### src/bcpr_pkg.sv
// ----------------------------------------------------------------------------
// bcpr_pkg
// shared widths and controller/datapath interface types for the pascal row
// binomial coefficient engine
// ----------------------------------------------------------------------------
package bcpr_pkg;

  localparam int VAL_W  = 6;
  localparam int COEF_W = 32;

  // controller to datapath
  typedef struct packed {
    logic load;
    logic clear_step;
    logic row_begin;
    logic rd;
    logic wr;
    logic row_end;
    logic fetch;
    logic put;
  } cmd_t;

  // datapath to controller
  typedef struct packed {
    logic range_bad;
    logic clear_done;
    logic rows_done;
    logic col_done;
  } sts_t;

endpackage

### src/bcpr_dpath.sv
// ----------------------------------------------------------------------------
// bcpr_dpath
// row store, loop counters and adder for the pascal row sweep
// ----------------------------------------------------------------------------
module bcpr_dpath #(
  parameter int MAX_N = 32
) (
  input  logic                       clk,
  input  bcpr_pkg::cmd_t             cmd,
  input  logic [bcpr_pkg::VAL_W-1:0] in_n_value,
  input  logic [bcpr_pkg::VAL_W-1:0] in_k_value,
  output bcpr_pkg::sts_t             sts,
  output logic [bcpr_pkg::COEF_W-1:0] out_coefficient
);

  localparam int DEPTH = MAX_N + 1;
  localparam int IDX_W = (DEPTH > 1) ? $clog2(DEPTH) : 1;
  localparam logic [bcpr_pkg::VAL_W-1:0] MAX_V = bcpr_pkg::VAL_W'(MAX_N);
  localparam logic [IDX_W-1:0] LAST_IDX = IDX_W'(MAX_N);

  logic [bcpr_pkg::COEF_W-1:0] row_mem [DEPTH];

  logic [bcpr_pkg::VAL_W-1:0]  n_r;
  logic [bcpr_pkg::VAL_W-1:0]  k_r;
  logic [bcpr_pkg::VAL_W-1:0]  i_r;
  logic [IDX_W-1:0]            j_r;
  logic [IDX_W-1:0]            clr_r;
  logic [bcpr_pkg::COEF_W-1:0] rd_a_r;
  logic [bcpr_pkg::COEF_W-1:0] rd_b_r;
  logic [bcpr_pkg::COEF_W-1:0] coef_r;

  logic [bcpr_pkg::VAL_W-1:0]  top;
  logic [IDX_W-1:0]            k_idx;
  logic                        mem_we;
  logic [IDX_W-1:0]            wr_addr;
  logic [bcpr_pkg::COEF_W-1:0] wr_data;
  logic                        mem_re;
  logic [IDX_W-1:0]            rd_addr_a;
  logic [IDX_W-1:0]            rd_addr_b;

  assign top       = (i_r < k_r) ? i_r : k_r;
  assign k_idx     = k_r[IDX_W-1:0];

  assign sts.range_bad  = (n_r > MAX_V) || (k_r > MAX_V);
  assign sts.clear_done = (clr_r == LAST_IDX);
  assign sts.rows_done  = (i_r > n_r);
  assign sts.col_done   = (j_r == '0);

  assign mem_we    = cmd.clear_step || cmd.wr;
  assign wr_addr   = cmd.clear_step ? clr_r : j_r;
  assign wr_data   = cmd.clear_step ? ((clr_r == '0) ? bcpr_pkg::COEF_W'(1) : '0)
                                    : rd_a_r + rd_b_r;
  assign mem_re    = cmd.rd || cmd.fetch;
  assign rd_addr_a = cmd.fetch ? k_idx : j_r;
  assign rd_addr_b = j_r - IDX_W'(1);

  always_ff @(posedge clk) begin
    if (mem_we) begin
      row_mem[wr_addr] <= wr_data;
    end
    if (mem_re) begin
      rd_a_r <= row_mem[rd_addr_a];
    end
    if (cmd.rd) begin
      rd_b_r <= row_mem[rd_addr_b];
    end
  end

  always_ff @(posedge clk) begin
    if (cmd.load) begin
      n_r   <= in_n_value;
      k_r   <= in_k_value;
      i_r   <= bcpr_pkg::VAL_W'(1);
      clr_r <= '0;
    end
    if (cmd.clear_step) begin
      clr_r <= clr_r + IDX_W'(1);
    end
    if (cmd.row_begin) begin
      j_r <= top[IDX_W-1:0];
    end else if (cmd.wr) begin
      j_r <= j_r - IDX_W'(1);
    end
    if (cmd.row_end) begin
      i_r <= i_r + bcpr_pkg::VAL_W'(1);
    end
    if (cmd.put) begin
      coef_r <= sts.range_bad ? '0 : rd_a_r;
    end
  end

  assign out_coefficient = coef_r;

endmodule

### src/bcpr_ctrl.sv
// ----------------------------------------------------------------------------
// bcpr_ctrl
// sequencer for clear, row sweep and result of one request
// ----------------------------------------------------------------------------
module bcpr_ctrl (
  input  logic           clk,
  input  logic           rst_n,
  input  logic           start,
  input  bcpr_pkg::sts_t sts,
  output bcpr_pkg::cmd_t cmd,
  output logic           busy,
  output logic           out_valid
);

  typedef enum logic [2:0] {
    S_IDLE,
    S_CHECK,
    S_CLEAR,
    S_ROW,
    S_TEST,
    S_READ,
    S_WRITE,
    S_FETCH
  } state_t;

  state_t state_r;
  state_t state_nxt;
  logic   put_r;
  logic   done_r;

  assign busy      = (state_r != S_IDLE) || put_r;
  assign out_valid = done_r;

  always_comb begin
    cmd       = '0;
    state_nxt = state_r;
    unique case (state_r)
      S_IDLE: begin
        if (start && !busy) begin
          cmd.load  = 1'b1;
          state_nxt = S_CHECK;
        end
      end
      S_CHECK: begin
        state_nxt = sts.range_bad ? S_IDLE : S_CLEAR;
      end
      S_CLEAR: begin
        cmd.clear_step = 1'b1;
        if (sts.clear_done) begin
          state_nxt = S_ROW;
        end
      end
      S_ROW: begin
        if (sts.rows_done) begin
          state_nxt = S_FETCH;
        end else begin
          cmd.row_begin = 1'b1;
          state_nxt     = S_TEST;
        end
      end
      S_TEST: begin
        if (sts.col_done) begin
          cmd.row_end = 1'b1;
          state_nxt   = S_ROW;
        end else begin
          cmd.rd    = 1'b1;
          state_nxt = S_READ;
        end
      end
      S_READ: begin
        state_nxt = S_WRITE;
      end
      S_WRITE: begin
        cmd.wr    = 1'b1;
        state_nxt = S_TEST;
      end
      S_FETCH: begin
        cmd.fetch = 1'b1;
        state_nxt = S_IDLE;
      end
      default: begin
        state_nxt = S_IDLE;
      end
    endcase
    cmd.put = put_r;
  end

  always_ff @(posedge clk) begin
    if (!rst_n) begin
      state_r <= S_IDLE;
      put_r   <= 1'b0;
      done_r  <= 1'b0;
    end else begin
      state_r <= state_nxt;
      put_r   <= (state_r == S_FETCH) || ((state_r == S_CHECK) && sts.range_bad);
      done_r  <= put_r;
    end
  end

  // one result beat per request
  a_strobe_single: assert property (@(posedge clk) disable iff (!rst_n)
    out_valid |=> !out_valid)
    else $error("result strobe held longer than one cycle");

  a_start_busy: assert property (@(posedge clk) disable iff (!rst_n)
    (start && !busy) |=> busy)
    else $error("accepted request did not raise busy");

  a_wr_col: assert property (@(posedge clk) disable iff (!rst_n)
    cmd.wr |-> !sts.col_done)
    else $error("row update issued at column zero");

  a_fetch_put: assert property (@(posedge clk) disable iff (!rst_n)
    cmd.fetch |=> cmd.put ##1 out_valid)
    else $error("fetch not followed by result");

endmodule

### src/binomial_coefficient_pascal_row.sv
// ----------------------------------------------------------------------------
// binomial_coefficient_pascal_row
// returns C(n,k) by building one row of pascal's triangle in a row store,
// additions only
//
//   channel   ports                                   handshake
//   request   in_n_value, in_k_value                  start & !busy
//   result    out_coefficient                         out_valid, one cycle
//
// each read-add-write update passes through the column test with read, the
// registered read data and the write back, after a one-entry-a-cycle clear
// of all MAX_N+1 entries at the start of each in-range request. n or k above
// MAX_N skips the work and returns 0. rst_n is synchronous; the row store is
// not reset and is cleared per in-range request.
// the receiver cannot stall: the result beat is shown for one cycle only.
// ----------------------------------------------------------------------------
module binomial_coefficient_pascal_row #(
  parameter int MAX_N = 32
) (
  input  logic                        clk,
  input  logic                        rst_n,
  input  logic                        start,
  output logic                        busy,
  input  logic [bcpr_pkg::VAL_W-1:0]  in_n_value,
  input  logic [bcpr_pkg::VAL_W-1:0]  in_k_value,
  output logic                        out_valid,
  output logic [bcpr_pkg::COEF_W-1:0] out_coefficient
);

  bcpr_pkg::cmd_t cmd;
  bcpr_pkg::sts_t sts;

  bcpr_ctrl u_ctrl (
    .clk       (clk),
    .rst_n     (rst_n),
    .start     (start),
    .sts       (sts),
    .cmd       (cmd),
    .busy      (busy),
    .out_valid (out_valid)
  );

  bcpr_dpath #(
    .MAX_N (MAX_N)
  ) u_dpath (
    .clk             (clk),
    .cmd             (cmd),
    .in_n_value      (in_n_value),
    .in_k_value      (in_k_value),
    .sts             (sts),
    .out_coefficient (out_coefficient)
  );

endmodule

### config.mk
export PLATFORM = sky130hd
export DESIGN_NAME = binomial_coefficient_pascal_row
export DESIGN_NICKNAME = d
export VERILOG_FILES = /design/src/bcpr_pkg.sv /design/src/bcpr_dpath.sv /design/src/bcpr_ctrl.sv /design/src/binomial_coefficient_pascal_row.sv
export SDC_FILE = /design/constraint.sdc
export NUM_CORES = 2
export LEC_CHECK = 0
export BUFFER_PORTS_ARGS = -buffer_cell sky130_fd_sc_hd__buf_2
export CAP_MARGIN = 20
export CORE_MARGIN = 4
export CORE_UTILIZATION = 40
export CTS_BUF_LIST = sky130_fd_sc_hd__clkbuf_16
export DETAILED_ROUTE_END_ITERATION = 16
export PLACE_DENSITY_LB_ADDON = 0.2
export SLEW_MARGIN = 40
export SYNTH_ARGS = -nofsm -noshare
export SYNTH_HDL_FRONTEND = slang
export SYNTH_SLANG_ARGS = --single-unit
### constraint.sdc
create_clock -name clk -period 5.7 [get_ports clk]
set_input_delay 0 -clock clk [delete_from_list [all_inputs] [get_ports clk]]
set_output_delay 0 -clock clk [all_outputs]
set_load 0.02 [all_outputs]
==> results.md <==
- Outcome: finished clean
- Pwr dens: about 310 nW/um2
- Initial antenna violation count: 10
- Fin nets: between 3,000 and 4,000
- Post-route setup TNS: 0 ns
- Share of cells above drive strength 1: 0.334
- Critical path fanouts, max: 35
- Placed wire-length estimate: between 100 and 150 mm
- DRT iter0 DRCs: ~4,300
- Die height: ~380 um
- Gpl congestion: slightly below 0.9
- NetSw: 4.52 mW
- Met1 Track Usage GR: 0.345
- Grt total ovfl: 0
- Unique masters post-synth: 65
- Max-Slew Margin vs Limit: 0.415
- Kind of critical path: flop to flop
- Root Buffer: clkbuf_16
- Final period util: 0.773
- Pint: about 15 mW
- Largest net degree at the start of global routing: 97
- Min Hold Slack: roughly 0.09 ns
- Total power: approximately 20 mW
- Logic pwr share: 0.067
- Clk_lat worst skew: 0.76 ns
- Fill cells: ~11,000
- DR vias/cell: 6.45
- Hold Path Class: primary input to flop
- Busiest grt layer: met2
- Fmax: between 200 and 250 MHz
- Commonest non-fill, non-tap cells in the layout: edfxtp_1, mux4_2, a21oi_1
- First-pass GRT wire length: about 250 mm
- IO Count: between 40 and 50
- Area delta synth->final: 14.9%
- Area of the die: around 150,000 um2
- Clock buffer depth: 3
- Worst endpoint required time: about 6.2 ns
- Clock sinks: between 1,000 and 1,500
- Detailed Route WL: ~170 mm
- Synthesized flop and latch total: 1,187
- H-tree levels: 4
- GR met3 Demand/Resource: 0.0482
- Clk pwr share: 0.429
- Peak VDD IR: about 0.00021 V
- Setup Buffers After CTS: 0
- Tot GR Track Use: 0.237
- WP data arrival: between 4 and 5 ns
- Rows: 136
- Drt first pass iters: 5
- GR Util met2: 0.364
- Sequential share of the synthesized area: 0.640
- Syn Inst Count: roughly 2,900
- Mapped Area: 55,600 um2
- EDFF count, synth: around 1,200
- Routed Antenna Nets: 0
- RSZ-0062 raised after global routing: no
- Max_cap viols: 0
- Final Max Tran Viols: 0
- Initial core utilization: 0.404
- Startpoint types: flop
- Worst-path clk slew: 0.07 ns
- Routed via count: between 30,000 and 40,000
- DR WL/cell: 35.0 um
- Worst slew pin tran: between 0.8 and 0.9 ns
- Vias in the first global route: between 30,000 and 40,000
- Worst Skew: 0.0311 ns
- Yosys warning total: 0
- Final hold vios: 0
- Post-cts sizing count: 0
- Post-Syn Nets: 2,973
- Worst setup EP type: flop
- Ys async rst share: 0
- Main synth FF type: edfxtp_1
- Worst slack, placed: around 1.4 ns
- TritonCTS Buffers: about 130
- TritonCTS clock tree: yes
- Min setup slack post-route: 1.30 ns
- Reg power frac: 0.504
- Post-route minimum period: approximately 4.4 ns
- Mean post-synth cell area: about 19 um2
- Chip Width: between 300 and 400 um
- IO Port Bufs: 48
- Lkg Pwr: roughly 21 nW
- Setup-failing EPs final: 0
- Net Sw Frac: 0.229
- Most common cell after layout, fill and taps aside: edfxtp_1
- Core area: 138,000 um2
- DRC errors left: 0
- Finished Core Util: 0.464
-- sequential cells by signal, summed over array words and instances, names as in the netlist --
name	count
u_dpath.j_r	6
u_dpath.rd_a_r	32
u_ctrl.put_r	1
u_dpath.n_r	6
u_ctrl.out_valid	1
u_dpath.i_r	6
u_dpath.row_mem	1056
u_dpath.clr_r	6
u_dpath.rd_b_r	32
u_dpath.out_coefficient	32
u_ctrl.state_r	3
u_dpath.k_idx	6
-- repair_timing --
item,in CTS,in global routing
endpoints found under the hold margin,31,0
endpoints found under the setup margin,0,0
hold buffers,26,0
-- metrics by stage --
step	area (um2)	std cells
floorplan	55600	2910
global placement	58800	4670
detailed placement	59300	4691
CTS	63900	4954
global route	63900	4955
finish	63900	4957
-- cells in the mapped netlist (19+ instances only) --
library cell | count | area, um2
clkbuf_1 | 92 | 345
buf_2 | 63 | 315
o21ai_0 | 19 | 95.1
nand2_1 | 112 | 420
o21ai_1 | 31 | 155
a21oi_1 | 157 | 786
edfxtp_1 | 1182 | 35500
mux2i_1 | 111 | 1110
mux4_2 | 576 | 13000
inv_1 | 37 | 139
ha_1 | 47 | 588
nor2_1 | 124 | 465
and3_1 | 41 | 257
mux2_2 | 33 | 372
buf_4 | 19 | 143
o22ai_1 | 34 | 213
-- per-layer routing --
| layer | wire length [um] | part of all wire |
|---|---|---|
| met2 | 80200 | 0.46 |
| met1 | 71500 | 0.41 |
| met3 | 16500 | 0.095 |
| met4 | 5230 | 0.030 |
| met5 | 13 | 0.000075 |
-- path summary, 6_finish.rpt --
check | startpoint | endpoint | slack (ns) | cells after the start
setup / recovery | u_ctrl.state_r[2] | u_dpath.rd_a_r[1] | 1.30 | 7
hold / removal | rst_n | u_ctrl.put_r | 0.09 | 4
setup reg to reg | u_ctrl.state_r[2] | u_dpath.rd_a_r[1] | 1.30 | 7
hold reg to reg | u_dpath.row_mem[32][27] | u_dpath.rd_a_r[27] | 0.58 | 2
-- power by group through the flow --
stage	logic (mW)	registers (mW)	clock network, mW
CTS	1.31	9.95	8.63
global placement	1.23	10.1	0
detailed placement	1.30	10.1	0
finish	1.33	9.95	8.47
floorplan	0.732	10.1	0
global route	1.40	9.95	9.01
-- critical path, cell delays in order (launching register included) --
cell and delay [ns]:
dfxtp_1 0.79, nand3_4 0.35, mux2_4 0.70, nand2b_2 0.73, or2_4 0.67, o22ai_1 0.40
a21oi_1 0.35, o21ai_1 0.10
-- layout make-up --
type                            count  area, um2  area share
Antenna cell                        2       5.00   0.0000783
Clock buffer                      140       3500      0.0548
Clock inverter                     97        785      0.0123
Inverter                           37        139     0.00217
Multi-Input combinational cell   1485      19400       0.303
Sequential cell                  1187      35600       0.557
Tap cell                         1794       2240      0.0351
Timing Repair Buffer              215       2250      0.0352
-- logic make-up (layout without fill, tap and decap cells) --
family / after synthesis / after routing / synth area share
flops: 1187 / 1187 / 0.640
mux: 722 / 722 / 0.260
simple gates: 369 / 369 / 0.0306
compound gates: 313 / 313 / 0.0327
buf+inv: 238 / 489 / 0.0204
fa+ha+maj: 48 / 48 / 0.0109
xor+xnor: 33 / 33 / 0.00519
other cells: 0 / 2 / 0
(Power assumes the default switching activity.)
